==> src/design/sdt_pkg.sv <==
// ----------------------------------------------------------------------------
// sdt_pkg
// Shared types and constants for the sibling dependency tree decoder.
// ----------------------------------------------------------------------------
package sdt_pkg;

  localparam int POS_W          = 6;
  localparam int LEN_W          = 7;
  localparam int IN_DATA_W      = 56;
  localparam int OUT_DATA_W     = 16;
  localparam int DEF_MAX_TOKENS = 64;
  localparam int DEF_SCORE_BITS = 32;

  // Chart entry kind: direction times three plus span kind.
  typedef enum logic [2:0] {
    CODE_COM_L = 3'd0,
    CODE_INC_L = 3'd1,
    CODE_SIB_L = 3'd2,
    CODE_COM_R = 3'd3,
    CODE_INC_R = 3'd4
  } sdt_code_t;

  typedef enum logic [3:0] {
    ST_IDLE,
    ST_ISSUE,
    ST_SUM,
    ST_ACC,
    ST_WRITE,
    ST_BT_INIT,
    ST_BT_POP,
    ST_BT_SPLIT,
    ST_BT_EXEC,
    ST_BT_PUSH2,
    ST_EMIT
  } sdt_state_t;

  typedef struct packed {
    logic [POS_W-1:0] s;
    logic [POS_W-1:0] t;
    sdt_code_t        code;
  } sdt_span_t;

  typedef struct packed {
    logic             score_wr;
    logic             rd_issue;
    logic             sum_en;
    logic             acc_en;
    logic             acc_first;
    logic             chart_wr;
    logic             bt_init;
    logic             bt_pop;
    logic             bt_split_rd;
    logic             bt_exec;
    logic             bt_push2;
    logic             emit;
    logic             last;
    sdt_code_t        code;
    logic [POS_W-1:0] s;
    logic [POS_W-1:0] t;
    logic [POS_W-1:0] r;
    logic [POS_W-1:0] word;
  } sdt_cmd_t;

  typedef struct packed {
    logic stack_empty;
    logic out_free;
  } sdt_status_t;

endpackage

==> src/design/sdt_controller.sv <==
// ----------------------------------------------------------------------------
// sdt_controller
// Sequencer for score loading, chart fill, backtracking and head output.
// ----------------------------------------------------------------------------
module sdt_controller #(
  parameter int MAX_TOKENS = sdt_pkg::DEF_MAX_TOKENS
) (
  input  logic                     clk,
  input  logic                     rst,
  input  logic                     cfg_wr_en,
  input  logic [sdt_pkg::LEN_W-1:0] cfg_wr_data,
  input  logic                     s_axis_tvalid,
  output logic                     s_axis_tready,
  input  logic                     s_axis_tlast,
  input  sdt_pkg::sdt_status_t     status,
  output sdt_pkg::sdt_cmd_t        cmd
);

  localparam int PW = sdt_pkg::POS_W;
  localparam int LW = sdt_pkg::LEN_W;

  sdt_pkg::sdt_state_t state, state_next;
  sdt_pkg::sdt_code_t  code, code_next;
  logic [LW-1:0] n_cfg;
  logic [LW-1:0] n_q, n_q_next;
  logic [PW-1:0] k, k_next;
  logic [PW-1:0] s, s_next;
  logic [PW-1:0] r, r_next;
  logic [PW-1:0] word, word_next;
  logic [PW-1:0] t, lo, hi;
  logic [LW-1:0] n_clamp;

  always_comb begin
    if (n_cfg < LW'(2)) begin
      n_clamp = LW'(2);
    end else if (n_cfg > LW'(MAX_TOKENS)) begin
      n_clamp = LW'(MAX_TOKENS);
    end else begin
      n_clamp = n_cfg;
    end
  end

  always_ff @(posedge clk) begin
    if (rst) begin
      n_cfg <= LW'(2);
    end else if (cfg_wr_en) begin
      n_cfg <= cfg_wr_data;
    end
  end

  always_ff @(posedge clk) begin
    if (rst) begin
      state <= sdt_pkg::ST_IDLE;
      code  <= sdt_pkg::CODE_SIB_L;
      n_q   <= LW'(2);
      k     <= '0;
      s     <= '0;
      r     <= '0;
      word  <= '0;
    end else begin
      state <= state_next;
      code  <= code_next;
      n_q   <= n_q_next;
      k     <= k_next;
      s     <= s_next;
      r     <= r_next;
      word  <= word_next;
    end
  end

  assign t  = s + k;
  assign lo = (code == sdt_pkg::CODE_COM_R) ? s + PW'(1) : s;
  assign hi = (code == sdt_pkg::CODE_COM_R) ? t : t - PW'(1);

  always_comb begin
    state_next    = state;
    code_next     = code;
    n_q_next      = n_q;
    k_next        = k;
    s_next        = s;
    r_next        = r;
    word_next     = word;
    s_axis_tready = 1'b0;
    cmd           = '0;
    cmd.code      = code;
    cmd.s         = s;
    cmd.t         = t;
    cmd.r         = r;
    cmd.word      = word;
    cmd.last      = ({1'b0, word} == n_q - LW'(1));
    case (state)
      sdt_pkg::ST_IDLE: begin
        s_axis_tready = 1'b1;
        if (s_axis_tvalid) begin
          cmd.score_wr = 1'b1;
          if (s_axis_tlast) begin
            n_q_next   = n_clamp;
            k_next     = PW'(1);
            s_next     = '0;
            r_next     = '0;
            code_next  = sdt_pkg::CODE_SIB_L;
            state_next = sdt_pkg::ST_ISSUE;
          end
        end
      end
      sdt_pkg::ST_ISSUE: begin
        cmd.rd_issue = 1'b1;
        state_next   = sdt_pkg::ST_SUM;
      end
      sdt_pkg::ST_SUM: begin
        cmd.sum_en = 1'b1;
        state_next = sdt_pkg::ST_ACC;
      end
      sdt_pkg::ST_ACC: begin
        cmd.acc_en    = 1'b1;
        cmd.acc_first = (r == lo);
        if (r == hi) begin
          state_next = sdt_pkg::ST_WRITE;
        end else begin
          r_next     = r + PW'(1);
          state_next = sdt_pkg::ST_ISSUE;
        end
      end
      sdt_pkg::ST_WRITE: begin
        cmd.chart_wr = 1'b1;
        state_next   = sdt_pkg::ST_ISSUE;
        r_next       = s;
        case (code)
          sdt_pkg::CODE_SIB_L: code_next = sdt_pkg::CODE_INC_L;
          sdt_pkg::CODE_INC_L: code_next = sdt_pkg::CODE_INC_R;
          sdt_pkg::CODE_INC_R: code_next = sdt_pkg::CODE_COM_L;
          sdt_pkg::CODE_COM_L: begin
            code_next = sdt_pkg::CODE_COM_R;
            r_next    = s + PW'(1);
          end
          default: begin
            code_next = sdt_pkg::CODE_SIB_L;
            if ({1'b0, s} + LW'(1) + {1'b0, k} < n_q) begin
              s_next = s + PW'(1);
              r_next = s + PW'(1);
            end else if ({1'b0, k} + LW'(1) < n_q) begin
              k_next = k + PW'(1);
              s_next = '0;
              r_next = '0;
            end else begin
              state_next = sdt_pkg::ST_BT_INIT;
            end
          end
        endcase
      end
      sdt_pkg::ST_BT_INIT: begin
        cmd.bt_init = 1'b1;
        cmd.s       = '0;
        cmd.t       = PW'(n_q - LW'(1));
        state_next  = sdt_pkg::ST_BT_POP;
      end
      sdt_pkg::ST_BT_POP: begin
        if (status.stack_empty) begin
          word_next  = '0;
          state_next = sdt_pkg::ST_EMIT;
        end else begin
          cmd.bt_pop = 1'b1;
          state_next = sdt_pkg::ST_BT_SPLIT;
        end
      end
      sdt_pkg::ST_BT_SPLIT: begin
        cmd.bt_split_rd = 1'b1;
        state_next      = sdt_pkg::ST_BT_EXEC;
      end
      sdt_pkg::ST_BT_EXEC: begin
        cmd.bt_exec = 1'b1;
        state_next  = sdt_pkg::ST_BT_PUSH2;
      end
      sdt_pkg::ST_BT_PUSH2: begin
        cmd.bt_push2 = 1'b1;
        state_next   = sdt_pkg::ST_BT_POP;
      end
      sdt_pkg::ST_EMIT: begin
        if (status.out_free) begin
          cmd.emit = 1'b1;
          if (cmd.last) begin
            word_next  = '0;
            state_next = sdt_pkg::ST_IDLE;
          end else begin
            word_next = word + PW'(1);
          end
        end
      end
      default: state_next = sdt_pkg::ST_IDLE;
    endcase
  end

endmodule

==> config.mk <==
export PLATFORM = sky130hd
export DESIGN_NAME = sdt_controller
export DESIGN_NICKNAME = d
export VERILOG_FILES = /design/src/design/sdt_pkg.sv /design/src/design/sdt_controller.sv
export SDC_FILE = /design/constraint.sdc
export NUM_CORES = 1
export LEC_CHECK = 0
export ABC_AREA = 1
export BUFFER_PORTS_ARGS = -buffer_cell sky130_fd_sc_hd__buf_2
export CAP_MARGIN = 20
export CORE_UTILIZATION = 40
export DETAILED_ROUTE_END_ITERATION = 8
export HOLD_SLACK_MARGIN = 0.15
export SKIP_CTS_REPAIR_TIMING = 1
export SLEW_MARGIN = 5
export SYNTH_ARGS = -nofsm -noshare
export SYNTH_HDL_FRONTEND = slang
export SYNTH_SLANG_ARGS = --single-unit
==> constraint.sdc <==
create_clock -name clk -period 3.7 [get_ports clk]
set_input_delay 0.555 -clock clk [delete_from_list [all_inputs] [get_ports clk]]
set_output_delay 0.555 -clock clk [all_outputs]
set_load 0.03 [all_outputs]
==> results of run 1 <==
==> metal layers <==
metal | share of wire | global-route usage
met1 | 0.48 | 0.304
met2 | 0.46 | 0.392
met3 | 0.054 | 0.0348
met4 | 0.0088 | 0.0554
met5 | 0 | 0
==> state kept, by name (all words and copies together), names as in the netlist <==
name	cells
r	6
n_cfg	7
s	6
code	3
state	4
word	6
k	6
n_q	7
==> worst max-delay path, cell delays in order (launching register included) <==
cell	delay [ns]
dfxtp_1	0.43
inv_1	0.09
ha_1	0.24
fa_1	0.41
o21ai_0	0.30
xor2_1	0.18
inv_1	0.06
ha_1	0.29
a21oi_1	0.15
nor2_1	0.05
a211oi_1	0.16
nand2_1	0.16
inv_1	0.16
nor2_1	0.14
o21bai_2	0.27
nand2_1	0.09
a21oi_1	0.13
==> path summary, 6_finish.rpt <==
path                       start       end  slack (ns)  cells after the start
setup / recovery            k[0]      k[1]        0.33                     16
hold / removal    cfg_wr_data[1]  n_cfg[1]        0.46                      3
setup reg to reg            k[0]      k[1]        0.33                     16
hold reg to reg         n_cfg[3]    n_q[3]        0.47                      2
==> power by group <==
group	internal (mW)	switching, mW	leakage (nW)
sequential	0.517	0.0461	0.366
clock	0.203	0.186	0.0554
combinational	0.148	0.304	1.76
total	0.868	0.536	2.18
==> cells by family (layout without fill, tap and decap cells) <==
kind of cell             after synthesis  count (layout)  synth area share
adder cells (fa/ha/maj)               27              27            0.0922
XOR/XNOR                              29              29            0.0664
flip-flops                            45              45             0.235
buffers and inverters                 97             153            0.0978
AND/OR/NAND/NOR                      337             337             0.390
AO/OA/AOI/OAI                         81              81             0.118
==> layout make-up <==
| cell class | count | area, um2 | area share |
|---|---|---|---|
| Clock inverter | 2 | 38.8 | 0.00891 |
| Timing Repair Buffer | 58 | 300 | 0.0689 |
| Multi-Input combinational cell | 474 | 2550 | 0.587 |
| Inverter | 87 | 327 | 0.0750 |
| Tap cell | 129 | 161 | 0.0371 |
| Clock buffer | 6 | 72.6 | 0.0167 |
| Sequential cell | 45 | 901 | 0.207 |
==> per-stage QoR <==
| step | power (mW) | hold WS, ns | area (um2) | utilization | instances |
|---|---|---|---|---|---|
| CTS | 1.42 | 0.453 | 4350 | 0.471 | 801 |
| floorplan | 0.904 | 0.434 | 3830 | - | 616 |
| detailed placement | 1.02 | 0.456 | 4240 | 0.459 | 793 |
| global placement | 1.02 | 0.459 | 4240 | 0.459 | 793 |
| global route | 1.50 | 0.483 | 4360 | 0.471 | 801 |
| finish | 1.40 | 0.456 | 4360 | 0.471 | 801 |
==> placed cells by master, fill, tap and decap left out, drive strengths merged, types with 5 or more instances in the layout <==
master,count
nand4,11
clkbuf,6
dfxtp,45
nand3,63
a21oi,34
ha,25
or2,5
nor3,5
buf,58
o21ai,31
nand2,159
inv,84
xor2,26
nor2,86
==> out/qor.yml, run 1 <==
status: "finished, final reports clean"
grt_max_degree: 24
critPathKind: "register to register"
yosysWarnings: 0
slew_headroom: 0.473
ys.flop_type: "dfxtp_1"
synth_nets: 657
route.detailed.drc: 0
finalSetupViolations: 0
core_um2: 9240
postSynthAreaPerCell_um2: 6.21
vdd_drop_max_uv: 221
grt_usage: 0.230
post-place-ws_ns: 0.249
powerDensity_nw_per_um2: 322
tns_ns: 0
fin_crit_ns: 3.37
clkSinkCount: 45
io_pins: 55
clk_path_buf_depth: 2
ys_seq_area_frac: 0.235
first_global_vias: 3857
grt_overflow: 0
synth_edf_count: 0
max-cap-violations: 0
place_hpwl_mm: 8.70
yosys.area.top_type: "dfxtp_1"
cp-start-kind: "register"
ys_types: 43
grt_setup_unrepaired: "false"
vias: 3994
path_clk_slew_ns: 0.09
grt_pass1_wl_mm: 18.2
portBuffers: 54
drive_gt1_frac: 0.129
htree_levels: 2
clock_latency_ns: 0.30
drtIter0Drc: 245
worst_slew_pin_slew_ns: 0.787
cts_tree: "done"
setup_slack_ns: 0.335
gp_congestion: 0.933
post-synth-top-count-cell: "nand2_1"
crit_arrival_ns: 3.60
drv_slew: 0
num_antenna_cells: 0
fmax_mhz: 297
async_reset_ff_frac: 0
fin_nets: 712
skew_ns: 0.00679
area_growth_pct: 13.8
cts-root-buf: "clkbuf_8"
synth_top_cell_area_share: 0.235
final.period_utilization: 0.910
hp-class: "input port to register"
path_max_fanout: 7
start_util: 0.414
routedWlPerCell_um: 13.5
drt_wl_total_mm: 10.8
ys_top_cells_by_area: "dfxtp_1 (24%), nand2_1 (15%), ha_1 (8.2%)"
row_count: 35
first_pass_iters: 4
postRouteAntennaNets: 0
crit_required_ns: 3.93
fill_cells: 1030
netlist_top_cells_count: "nand2_1 (157), inv_1 (82), nor2_1 (80)"
antenna_found_initial: 0
final_hold_viol_count: 0
fp.dieH_um: 99.8
die_area_um2: 9960
ys_ff_latch: 45
syn_inst: 616
die_x_um: 99.8
p_leak_nw: 2.18
cp-end-kind: "register"
post_synth_instance_area_um2: 3830
cts_made_buffers: 5
routed_via_density: 4.99
Power figures use the tool's default switching activity.
==> run 2: changes to the inputs <==
--- a/config.mk
+++ b/config.mk
@@ -8,9 +8,10 @@
 export ABC_AREA = 1
 export BUFFER_PORTS_ARGS = -buffer_cell sky130_fd_sc_hd__buf_2
 export CAP_MARGIN = 20
-export CORE_UTILIZATION = 40
+export CORE_UTILIZATION = 55
 export DETAILED_ROUTE_END_ITERATION = 8
 export HOLD_SLACK_MARGIN = 0.15
+export PLACE_DENSITY = 0.77
 export SKIP_CTS_REPAIR_TIMING = 1
 export SLEW_MARGIN = 5
 export SYNTH_ARGS = -nofsm -noshare
==> constraint.sdc (replaced) <==
create_clock -name clk -period 3.3 [get_ports clk]
set_input_delay 0.495 -clock clk [delete_from_list [all_inputs] [get_ports clk]]
set_output_delay 0.495 -clock clk [all_outputs]
set_load 0.03 [all_outputs]
==> out/qor.yml, run 2 (same netlist as run 1, synthesis figures left out) <==
post-place-ws_ns: 0.137  # was 0.249 ns
powerDensity_nw_per_um2: 378  # was 322 nW/um2
first_pass_iters: 5  # was 4
grt_pass1_wl_mm: 17.4  # was 18.2 mm
clock_latency_ns: 0.30  # about the same
postRouteAntennaNets: 0  # unchanged
vdd_drop_max_uv: 305  # was 221 uV
num_antenna_cells: 0  # unchanged
clkSinkCount: 45  # unchanged
cts_tree: "done"  # unchanged
p_total_mw: 1.66  # was 1.40 mW
grt_max_degree: 24  # unchanged
clk_path_buf_depth: 2  # unchanged
routed_via_density: 5.58  # was 4.99
drtIter0Drc: 438  # was 245
grt_overflow: 0  # unchanged
drive_gt1_frac: 0.146  # was 0.129
reg2reg_depth: 18  # was 16
portBuffers: 54  # unchanged
antenna_found_initial: 0  # unchanged
fmax_mhz: 319  # was 297 MHz
slew_headroom: 0.583  # was 0.473
layout_commonest_cell: "nand2_1"  # unchanged
fin_crit_ns: 3.13  # was 3.37 ns
cp_slowest_cell: "dfxtp_1"  # unchanged
skew_ns: 0.0107  # was 0.00679 ns
p_leak_nw: 2.24  # was 2.18 nW
grt_usage: 0.298  # was 0.230
dpl.cell_count: 751  # was 793
row_count: 30  # was 35
instances_no_fill: 760  # was 801
place_hpwl_mm: 8.18  # was 8.70 mm
io_pins: 55  # unchanged
design_area_um2: 4380  # was 4360 um2
drt_wl_total_mm: 10.5  # was 10.8 mm
holdWs_ns: 0.412  # was 0.456 ns
status: "finished, final reports clean"  # unchanged
die_area_um2: 7290  # was 9960 um2
placed_area_um2: 4230  # was 4240 um2
cp-end-kind: "register"  # unchanged
fin_util: 0.648  # was 0.471
crit_path_max_incr_delay_ns: 0.38  # was 0.43 ns
core_um2: 6760  # was 9240 um2
drv_slew: 0  # unchanged
cp_cell_sequence: "inv_1 -> ha_1 -> fa_2 -> o21ai_2 -> xor2_1 -> inv_1 -> ha_1 -> a21oi_1 -> nor2_1 -> a211oi_1 -> nand2_1 -> buf_4 -> or2_2 -> nand3_1 -> nand2_1 -> inv_1 -> nor2_1 -> nor2_1"  # was inv_1 -> ha_1 -> fa_1 -> o21ai_0 -> xor2_1 -> inv_1 -> ha_1 -> a21oi_1 -> nor2_1 -> a211oi_1 -> nand2_1 -> inv_1 -> nor2_1 -> o21bai_2 -> nand2_1 -> a21oi_1
route.detailed.drc: 0  # unchanged
final_hold_viol_count: 0  # unchanged
final.period_utilization: 0.949  # was 0.910
htree_levels: 2  # unchanged
min_path_cells: 3  # unchanged
fp.dieH_um: 85.4  # was 99.8 um
path_clk_slew_ns: 0.09  # about the same
gp_congestion: 0.990  # was 0.933
finalSetupViolations: 0  # unchanged
reg2reg_from: "s[0]"  # was k[0]
grt_setup_unrepaired: "false"  # unchanged
vias: 4239  # was 3,994
regToRegSetupSlack_ns: 0.17  # was 0.33 ns
first_global_vias: 3692  # was 3,857
worst_slew_pin_slew_ns: 0.622  # was 0.787 ns
routedWlPerCell_um: 13.8  # was 13.5 um
path_max_fanout: 4  # was 7
crit_required_ns: 3.55  # was 3.93 ns
cp-start-kind: "register"  # unchanged
start_util: 0.566  # was 0.414
area_growth_pct: 14.5  # was 13.8%
crit_start: "s[0]"  # was k[0]
critPathKind: "register to register"  # unchanged
fill_cells: 665  # was 1,030
crit_end: "r[5]"  # was k[1]
cts_made_buffers: 5  # unchanged
cts-root-buf: "clkbuf_8"  # unchanged
reg2reg_to: "r[5]"  # was k[1]
crit_arrival_ns: 3.38  # was 3.60 ns
largestRegisters: "n_cfg (7), n_q (7)"  # unchanged
fin_nets: 720  # was 712
max-cap-violations: 0  # unchanged
setup_slack_ns: 0.169  # was 0.335 ns
layout_common_cells: "nand2_1 (157), inv_1 (81), nor2_1 (80), nand3_1 (60), buf_2 (54)"  # was nand2_1 (157), inv_1 (82), nor2_1 (80), nand3_1 (60), buf_2 (54)
hp-class: "input port to register"  # unchanged
die_x_um: 85.4  # was 99.8 um
tns_ns: 0  # unchanged
==> run 2: final cells by class <==
type	instances	area, um2	share of cell area
multi-input cells	474	2560	0.584
flip-flops and latches	45	902	0.206
repair buffers	66	360	0.0823
inverters	87	327	0.0746
well taps	80	100	0.0229
clock buffers	5	68.8	0.0157
clock inverters	3	65.1	0.0149
==> run 2: per-layer routing <==
| layer | up-vias | GRT usage | share of wire |
|---|---|---|---|
| li1 | 2128 | - | - |
| met1 | 1907 | 0.405 | 0.46 |
| met2 | 168 | 0.482 | 0.45 |
| met3 | 36 | 0.0438 | 0.061 |
| met4 | 0 | 0.105 | 0.033 |
| met5 | - | 0 | 0 |
==> run 2: power by group <==
group	total [mW]	switching, mW	internal, mW
Clock	0.500	0.199	0.301
Combinational	0.526	0.350	0.176
Sequential	0.630	0.0511	0.579
Total	1.66	0.600	1.06
==> run 2: worst min-delay path by stage <==
stage / start / endpoint / slack (ns)
2_1_floorplan: n_q[1] / n_q[1] / 0.43
3_3_place_gp: n_q[1] / n_q[1] / 0.45
3_5_place_dp: n_q[1] / n_q[1] / 0.46
4_1_cts: cfg_wr_data[1] / n_cfg[1] / 0.40
5_1_grt: cfg_wr_data[4] / n_cfg[4] / 0.42
6_report: cfg_wr_data[1] / n_cfg[1] / 0.41
==> run 2: critical path, delay by kind of cell (launching register included) <==
kind / cells / cell delay (ns)
compound gates: 3 / 0.52
fa+ha+maj: 3 / 0.89
xor+xnor: 1 / 0.16
flops: 1 / 0.38
simple gates: 7 / 0.75
buf+inv: 4 / 0.36
